===== src/hdl/nmea_rmc_sentence_checker_top_defines.svh =====
// Assertion macros shared by the sentence checker RTL.
// No dependencies; define ASSERT_OFF to compile the checks out.
`ifndef NMEA_RMC_SENTENCE_CHECKER_TOP_DEFINES_SVH
`define NMEA_RMC_SENTENCE_CHECKER_TOP_DEFINES_SVH

`ifndef ASSERT_OFF
// Clocked check, idle while reset is asserted.
`define NRMC_ASSERT(lbl, clk, rstn, prop, msg) \
	lbl: assert property (@(posedge clk) disable iff (!rstn) prop) else $error(msg);
// Clocked check that also holds during reset.
`define NRMC_ASSERT_ALWAYS(lbl, clk, prop, msg) \
	lbl: assert property (@(posedge clk) prop) else $error(msg);
`else
`define NRMC_ASSERT(lbl, clk, rstn, prop, msg)
`define NRMC_ASSERT_ALWAYS(lbl, clk, prop, msg)
`endif

`endif


===== src/hdl/nrmc_pkg.sv =====
// Types, character constants and helper functions of the RMC sentence checker.
// No dependencies; imported by the parser and the top level.
package nrmc_pkg;

	localparam int unsigned ADDR_W = 3;
	localparam logic [ADDR_W-1:0] REG_HOUR_OFFSET = 3'd0;
	localparam logic [4:0] HOUR_OFFSET_RST = 5'd8;

	localparam logic [7:0] CH_STAR   = 8'h2A; // '*'
	localparam logic [7:0] CH_COMMA  = 8'h2C; // ','
	localparam logic [7:0] CH_ZERO   = 8'h30; // '0'
	localparam logic [7:0] CH_NINE   = 8'h39; // '9'
	localparam logic [7:0] CH_UPPER_A = 8'h41; // 'A'
	localparam logic [7:0] CH_UPPER_F = 8'h46; // 'F'
	localparam logic [7:0] CH_ACTIVE = 8'h41; // 'A' status: active fix

	localparam logic [7:0] POS_TIME_FIRST = 8'd7;
	localparam logic [7:0] POS_TIME_LAST  = 8'd12;
	localparam logic [7:0] POS_MAX        = 8'd255;

	typedef struct packed {
		logic [4:0] hours;
		logic [6:0] minutes;
		logic [6:0] seconds;
		logic       time_updated;
		logic       end_seen;
	} nrmc_result_t;

	// "$GPRMC", indexed by position 0..5
	function automatic logic [7:0] prefix_char(input logic [2:0] idx);
		logic [7:0] ch;
		case (idx)
			3'd0: ch = 8'h24;
			3'd1: ch = 8'h47;
			3'd2: ch = 8'h50;
			3'd3: ch = 8'h52;
			3'd4: ch = 8'h4D;
			3'd5: ch = 8'h43;
			default: ch = 8'h00;
		endcase
		return ch;
	endfunction

	// "END", indexed by position 0..2
	function automatic logic [7:0] end_char(input logic [1:0] idx);
		logic [7:0] ch;
		case (idx)
			2'd0: ch = 8'h45;
			2'd1: ch = 8'h4E;
			2'd2: ch = 8'h44;
			default: ch = 8'h00;
		endcase
		return ch;
	endfunction

	// Uppercase hex digit value in [3:0]; bit 4 flags a non-hex character.
	function automatic logic [4:0] hex_value(input logic [7:0] ch);
		logic [4:0] v;
		if (ch >= CH_ZERO && ch <= CH_NINE) begin
			v = {1'b0, 4'(ch - CH_ZERO)};
		end else if (ch >= CH_UPPER_A && ch <= CH_UPPER_F) begin
			v = {1'b0, 4'(ch - CH_UPPER_A + 8'd10)};
		end else begin
			v = 5'h10;
		end
		return v;
	endfunction

	// Value below 144 reduced modulo 24 by three compare-subtract steps.
	function automatic logic [4:0] mod24(input logic [7:0] x);
		logic [7:0] r;
		r = x;
		if (r >= 8'd96) r = r - 8'd96;
		if (r >= 8'd48) r = r - 8'd48;
		if (r >= 8'd24) r = r - 8'd24;
		return r[4:0];
	endfunction

endpackage


===== src/hdl/nmea_rmc_sentence_checker_top.sv =====
// A character beat enters the input register; a token's last character then loads
// its result from the parser into the output register when that beat is consumed.
// Throughput: one character per cycle, except while a last-character beat waits on the output.
// An output stall blocks only last-character beats; others keep flowing.
// Reset (arst_n low, asynchronous): channels empty, stored time 0, offset 8.
// Top level of the RMC sentence checker; APB register, input/output registers.
// Depends on nrmc_pkg, nrmc_parse and the assertion macro header.
`include "nmea_rmc_sentence_checker_top_defines.svh"
module nmea_rmc_sentence_checker_top (
	input  logic                        clk,
	input  logic                        arst_n,
	input  logic                        psel,
	input  logic                        penable,
	input  logic                        pwrite,
	input  logic [nrmc_pkg::ADDR_W-1:0] paddr,
	input  logic [31:0]                 pwdata,
	output logic [31:0]                 prdata,
	output logic                        pready,
	input  logic                        in_valid,
	output logic                        in_stall,
	input  logic [7:0]                  char_in,
	input  logic                        last_char,
	output logic                        out_valid,
	input  logic                        out_stall,
	output logic [4:0]                  hours,
	output logic [6:0]                  minutes,
	output logic [6:0]                  seconds,
	output logic                        time_updated,
	output logic                        end_seen
);
	import nrmc_pkg::*;

	logic [4:0]   offset_q;
	logic         valid_s1, last_s1;
	logic [7:0]   char_s1;
	logic         consume;
	logic         out_valid_q;
	nrmc_result_t res, res_q;

	assign pready = 1'b1;
	assign prdata = (paddr == REG_HOUR_OFFSET) ? {27'd0, offset_q} : 32'd0;

	always_ff @(posedge clk or negedge arst_n) begin
		if (!arst_n) begin
			offset_q <= HOUR_OFFSET_RST;
		end else if (psel && penable && pwrite && paddr == REG_HOUR_OFFSET) begin
			offset_q <= pwdata[4:0];
		end
	end

	// A beat without a result never waits on the output side.
	assign consume  = valid_s1 && (!last_s1 || !out_valid_q || !out_stall);
	assign in_stall = valid_s1 && !consume;

	always_ff @(posedge clk or negedge arst_n) begin
		if (!arst_n) begin
			valid_s1 <= 1'b0;
		end else if (!in_stall) begin
			valid_s1 <= in_valid;
		end
	end

	always_ff @(posedge clk) begin
		if (in_valid && !in_stall) begin
			char_s1 <= char_in;
			last_s1 <= last_char;
		end
	end

	nrmc_parse u_parse (
		.clk         (clk),
		.arst_n      (arst_n),
		.step        (consume),
		.char_in     (char_s1),
		.last_char   (last_s1),
		.hour_offset (offset_q),
		.result      (res)
	);

	always_ff @(posedge clk or negedge arst_n) begin
		if (!arst_n) begin
			out_valid_q <= 1'b0;
		end else if (consume && last_s1) begin
			out_valid_q <= 1'b1;
		end else if (!out_stall) begin
			out_valid_q <= 1'b0;
		end
	end

	always_ff @(posedge clk) begin
		if (consume && last_s1) res_q <= res;
	end

	assign out_valid    = out_valid_q;
	assign hours        = res_q.hours;
	assign minutes      = res_q.minutes;
	assign seconds      = res_q.seconds;
	assign time_updated = res_q.time_updated;
	assign end_seen     = res_q.end_seen;

	`NRMC_ASSERT(a_out_hold, clk, arst_n, out_valid && out_stall |=> out_valid, "result beat lost under stall")
	`NRMC_ASSERT(a_hours_range, clk, arst_n, out_valid |-> hours < 5'd24, "hours out of range")
	`NRMC_ASSERT(a_excl, clk, arst_n, out_valid |-> !(time_updated && end_seen), "END token accepted as fix")
	`NRMC_ASSERT(a_src, clk, arst_n, $rose(out_valid) |-> $past(valid_s1 && last_s1), "result without token end")
	`NRMC_ASSERT_ALWAYS(a_rst_empty, clk, !arst_n |-> !out_valid && !in_stall, "channels not empty in reset")

endmodule


===== src/hdl/nrmc_parse.sv =====
// Per-token parser: prefix, END word, checksum, time digits and status, plus stored time.
// Depends on nrmc_pkg; result is valid combinationally for the beat in step.
module nrmc_parse (
	input  logic                  clk,
	input  logic                  arst_n,
	input  logic                  step,
	input  logic [7:0]            char_in,
	input  logic                  last_char,
	input  logic [4:0]            hour_offset,
	output nrmc_pkg::nrmc_result_t result
);
	import nrmc_pkg::*;

	typedef enum logic [1:0] {PH_STAR, PH_HEX1, PH_HEX2, PH_DONE} chk_phase_t;
	typedef enum logic [1:0] {ST_SEEK, ST_NEXT, ST_DONE} stat_phase_t;

	logic [7:0]  pos_q;
	chk_phase_t  chk_q, chk_n;
	stat_phase_t stat_q, stat_n;
	logic        prefix_q, prefix_n;
	logic        endm_q, endm_n;
	logic [7:0]  xor_q, xor_n;
	logic [7:0]  rcv_q, rcv_n;
	logic        bad_q, bad_n;
	logic        stok_q, stok_n;
	logic [6:0]  pend_q [3];
	logic [6:0]  pend_n [3];
	logic [4:0]  hrs_q;
	logic [6:0]  min_q, sec_q;

	logic        in_time, is_digit, accepted;
	logic [3:0]  digit, toff;
	logic [1:0]  k;
	logic [4:0]  hv;

	always_comb begin
		prefix_n = prefix_q;
		endm_n   = endm_q;
		bad_n    = bad_q;
		xor_n    = xor_q;
		rcv_n    = rcv_q;
		chk_n    = chk_q;
		stat_n   = stat_q;
		stok_n   = stok_q;
		for (int i = 0; i < 3; i++) pend_n[i] = pend_q[i];

		if (pos_q < 8'd6 && char_in != prefix_char(pos_q[2:0])) prefix_n = 1'b0;
		if (pos_q >= 8'd3 || char_in != end_char(pos_q[1:0])) endm_n = 1'b0;

		in_time  = (pos_q >= POS_TIME_FIRST) && (pos_q <= POS_TIME_LAST);
		is_digit = (char_in >= CH_ZERO) && (char_in <= CH_NINE);
		digit    = 4'(char_in - CH_ZERO);
		toff     = 4'(pos_q[3:0] - 4'd7);
		k        = toff[2:1];
		if (in_time) begin
			if (!is_digit) begin
				bad_n = 1'b1;
			end else if (!toff[0]) begin
				pend_n[k] = 7'(digit) * 7'd10;
			end else begin
				pend_n[k] = pend_q[k] + 7'(digit);
			end
		end

		hv = hex_value(char_in);
		case (chk_q)
			PH_STAR: begin
				if (char_in == CH_STAR) chk_n = PH_HEX1;
				else if (pos_q != 8'd0) xor_n = xor_q ^ char_in;
			end
			PH_HEX1: begin
				if (hv[4]) bad_n = 1'b1;
				else rcv_n = {hv[3:0], 4'd0};
				chk_n = PH_HEX2;
			end
			PH_HEX2: begin
				if (hv[4]) bad_n = 1'b1;
				else rcv_n = {rcv_q[7:4], hv[3:0]};
				chk_n = PH_DONE;
			end
			default: ;
		endcase

		case (stat_q)
			ST_SEEK: begin
				if (pos_q >= POS_TIME_FIRST && char_in == CH_COMMA) stat_n = ST_NEXT;
			end
			ST_NEXT: begin
				stok_n = (char_in == CH_ACTIVE);
				stat_n = ST_DONE;
			end
			default: ;
		endcase

		accepted = prefix_n && (pos_q >= POS_TIME_LAST) && !bad_n && (chk_n == PH_DONE)
			&& (xor_n == rcv_n) && stok_n;

		result.hours        = accepted ? mod24(8'(pend_n[0]) + 8'(hour_offset)) : hrs_q;
		result.minutes      = accepted ? pend_n[1] : min_q;
		result.seconds      = accepted ? pend_n[2] : sec_q;
		result.time_updated = accepted;
		result.end_seen     = endm_n && (pos_q == 8'd2);
	end

	always_ff @(posedge clk or negedge arst_n) begin
		if (!arst_n) begin
			pos_q    <= '0;
			chk_q    <= PH_STAR;
			stat_q   <= ST_SEEK;
			prefix_q <= 1'b1;
			endm_q   <= 1'b1;
			xor_q    <= '0;
			rcv_q    <= '0;
			bad_q    <= 1'b0;
			stok_q   <= 1'b0;
			for (int i = 0; i < 3; i++) pend_q[i] <= '0;
			hrs_q    <= '0;
			min_q    <= '0;
			sec_q    <= '0;
		end else if (step) begin
			if (last_char) begin
				// token end: commit time, drop all per-token state
				hrs_q    <= result.hours;
				min_q    <= result.minutes;
				sec_q    <= result.seconds;
				pos_q    <= '0;
				chk_q    <= PH_STAR;
				stat_q   <= ST_SEEK;
				prefix_q <= 1'b1;
				endm_q   <= 1'b1;
				xor_q    <= '0;
				rcv_q    <= '0;
				bad_q    <= 1'b0;
				stok_q   <= 1'b0;
				for (int i = 0; i < 3; i++) pend_q[i] <= '0;
			end else begin
				if (pos_q != POS_MAX) pos_q <= pos_q + 8'd1;
				chk_q    <= chk_n;
				stat_q   <= stat_n;
				prefix_q <= prefix_n;
				endm_q   <= endm_n;
				xor_q    <= xor_n;
				rcv_q    <= rcv_n;
				bad_q    <= bad_n;
				stok_q   <= stok_n;
				for (int i = 0; i < 3; i++) pend_q[i] <= pend_n[i];
			end
		end
	end

endmodule


===== config.mk =====
export PLATFORM = sky130hd
export DESIGN_NAME = nmea_rmc_sentence_checker_top
export DESIGN_NICKNAME = d
export VERILOG_FILES = /design/src/hdl/nrmc_pkg.sv /design/src/hdl/nmea_rmc_sentence_checker_top.sv /design/src/hdl/nrmc_parse.sv
export VERILOG_INCLUDE_DIRS = /design/src /design/src/hdl
export SDC_FILE = /design/constraint.sdc
export NUM_CORES = 1
export LEC_CHECK = 0
export ABC_AREA = 0
export BUFFER_PORTS_ARGS = -buffer_cell sky130_fd_sc_hd__buf_2
export CORE_MARGIN = 2
export CORE_UTILIZATION = 30
export DETAILED_ROUTE_END_ITERATION = 12
export MAX_ROUTING_LAYER = met4
export PLACE_DENSITY = 0.49
export SYNTH_ARGS = -nofsm -noshare
export SYNTH_HDL_FRONTEND = slang
export SYNTH_HIERARCHICAL = 1
export SYNTH_SLANG_ARGS = --single-unit

===== constraint.sdc =====
create_clock -name clk -period 6.8 [get_ports clk]
set_clock_uncertainty 0.15 [all_clocks]
set_input_delay 2.04 -clock clk [delete_from_list [all_inputs] [get_ports clk]]
set_output_delay 2.04 -clock clk [all_outputs]
set_load 0.005 [all_outputs]

==> qor.yml <==
cts_root_buf: "clkbuf_16"
drtPass1Iterations: 5
dp_slack_ps: 503
fin_ws_ps: 499
worst_pin_slew_ps: 786
track_usage_pct: 14.5
max-cap-violations: 0
synth_commonest_cells: "dfrtp_1 (76), nand2_1 (48), mux2_2 (45), buf_4 (32), a21oi_1 (31)"
syn_inst: 683
floorplan.initialDensity_pct: 30.6
clkTransAtPathRegs_ps: 80
fin_cells: 1056
synth_ff_type: "dfrtp_1"
whs_ps: 331
cts.sinks: 109
crit_path_end_kind: "flip-flop"
synth_area_leader_cell: "dfrtp_1"
p_per_area_mw_per_mm2: 258
h-tree-depth: 3
p_leak_nw: 3.45
synth_cell_type_count: 82
yosysMostFrequentCell: "dfrtp_1"
finalHoldViolCount: 0
setup_tns_ps: 0
ys_warn_count: 6
crit_path_start_kind: "flip-flop"
synth_top_area_share_pct: 26.4
antenna_found_initial: 0
cts_setup_buffers: 0
dieArea_mm2: 0.0252
drt_iter0_markers: 252
placementRows: 56
grt_pass1_vias: 5116
min_period_over_period_pct: 92.7
r2r_slack_ps: 500
grt_overflow: 0
dp_hpwl_mm: 12.4
die-height_um: 159
final_nets: 814
core_mm2: 0.0235
syn2layout_area_growth_pct: 11.6
yosysSeqAreaShare_pct: 40.0
synth_seq_cells: 109
hold_class: "reg2reg"
avgSynthCellArea_um2: 10.5
critical_path.max_stage_delay_ps: 480
synth-edff-count: 30
ys_async_sr_fraction_pct: 72.5
critPathArrivalTime_ps: 6390
die_w_um: 159
io_buffers: 51
n_antenna_cell: 0
drc_errors: 0
outcome: "finished, final reports clean"
setup_violations: 0
ir_drop_v: 0.000129
routed_wirelength_mm: 17.5
rsz0062_at_grt: "false"
cts_inserted_buffers: 9
netlist_area_mm2: 0.00720
fmax_mhz: 159
cpMaxStageDelayCell: "dfrtp_1"
crit_required_ps: 6890
grt_max_degree: 52
wire_per_inst_um: 16.5
dp_cells: 1040
cp_max_fo: 7
ant_nets: 0
drive_above_1_share_pct: 24.4
worstPathCellList: "inv_1, ha_1, mux2_2, a22o_1, ha_1, fa_1, a21o_1, a21oi_1, xnor2_1, o21ai_0, mux2_2, ha_1, or2_2, o22a_1, nor2_1, mux2i_1, mux2i_1, ha_1, a211o_1, mux2_2, mux2i_1, mux2_2"
cts_tree: "done"
fin_util_pct: 34.1
max-slew-margin-rel_pct: 47.4
holdBufCountCts: 0
routabilityCongestion: 0.848
grt_first_pass_wirelength_mm: 28.4
via_count: 5314
detail_route.vias_per_cell: 5.03
ios: 107
slew_viol_final: 0
synthTopCellsByArea: "dfrtp_1 (26%), edfxtp_1 (13%), mux2_2 (7.0%)"
cts_buffer_depth: 2
critPathKind: "reg2reg"
min_period_ps: 6300
insertion_delay_ps: 360
through the flow:
step	total power (W)	cell area [µm²]
finish	0.00207	8030
global placement	0.00154	7730
detailed placement	0.00154	7730
floorplan	0.00135	7290
global route	0.00220	8030
CTS	0.00209	8030
worst max-delay path: cells and delay by family (launching register included):
family | cells | cell delay (ps)
multiplexers | 7 | 1890
adder cells (fa/ha/maj) | 5 | 1570
AO/OA/AOI/OAI | 6 | 1250
AND/OR/NAND/NOR | 2 | 490
flip-flops | 1 | 480
buffers and inverters | 1 | 190
XOR/XNOR | 1 | 170
cell families after synthesis:
| family | count (synthesis) | synth area share, % |
|---|---|---|
| mux | 72 | 11.6 |
| flops | 109 | 40.0 |
| compound gates | 181 | 18.3 |
| buf+inv | 86 | 6.73 |
| simple gates | 175 | 14.1 |
| other cells | 2 | 0.104 |
| xor+xnor | 27 | 3.39 |
| fa+ha+maj | 31 | 5.70 |
metal layers:
metal	vias up	track usage (%)	wire (µm)
li1	2586	-	-
met1	2587	20.1	8640
met2	123	22.0	7930
met3	18	1.65	594
met4	0	5.25	293
met5	-	-	0
power breakdown:
part / leakage [nW] / internal (W) / switching, W
sequential: 1.33 / 0.000743 / 0.0000709
combinational: 1.97 / 0.000288 / 0.000434
clock: 0.143 / 0.000266 / 0.000269
flip-flops by register name, indices dropped and copies added, names as in the netlist, 2 cells and up:
register and cells:
char_s1 8, hours 5, minutes 7, offset_q 5
seconds 7, u_parse/chk_q 2, u_parse/hrs_q 5, u_parse/min_q 7
u_parse/pend_q 21, u_parse/pos_q 8, u_parse/rcv_q 8, u_parse/sec_q 7
u_parse/stat_q 2, u_parse/xor_q 8
path summary, 6_finish.rpt:
kind                                  startpoint  cells past startpoint               end
worst max-delay path            u_parse/pos_q[0]                     22          hours[4]
worst max register to register  u_parse/pos_q[0]                     22          hours[4]
max in group asynchronous                 arst_n                      2  u_parse/xor_q[5]
min in group asynchronous                 arst_n                      1  u_parse/pos_q[5]
worst min register to register  u_parse/rcv_q[3]                      1  u_parse/rcv_q[3]
worst min-delay path            u_parse/rcv_q[3]                      1  u_parse/rcv_q[3]
cell type report:
class / count / area [µm²]
fillers: 2433 / 15500
multi-input cells: 514 / 3950
flip-flops and latches: 109 / 2880
repair buffers: 72 / 415
well taps: 319 / 399
clock buffers: 10 / 239
inverters: 26 / 97.6
clock inverters: 6 / 55.1
repair_timing:
item / 4_1_cts / 5_1_grt
resized for setup: 0 / 2
endpoints found under the setup margin: 0 / 3
endpoints found under the hold margin: 0 / 0
placed cells by master, fill, tap and decap left out, types with 7 or more instances in the layout:
cell type   n
nor3_1     12
xnor2_1    17
mux2_4     12
inv_1      26
mux2_2     45
nand3_1    20
a22o_1     14
buf_4      22
ha_1       28
o2bb2ai_1  28
xor2_1      9
edfxtp_1   30
a22oi_1    14
a21oi_1    29
dfrtp_1    76
o21ai_0    26
conb_1     28
buf_2      50
mux2i_1    14
nand2b_1    9
clkbuf_16   9
nand4_1     7
nand2_1    48
nor2_1     26
No activity file was read; power rests on OpenSTA's default activity.
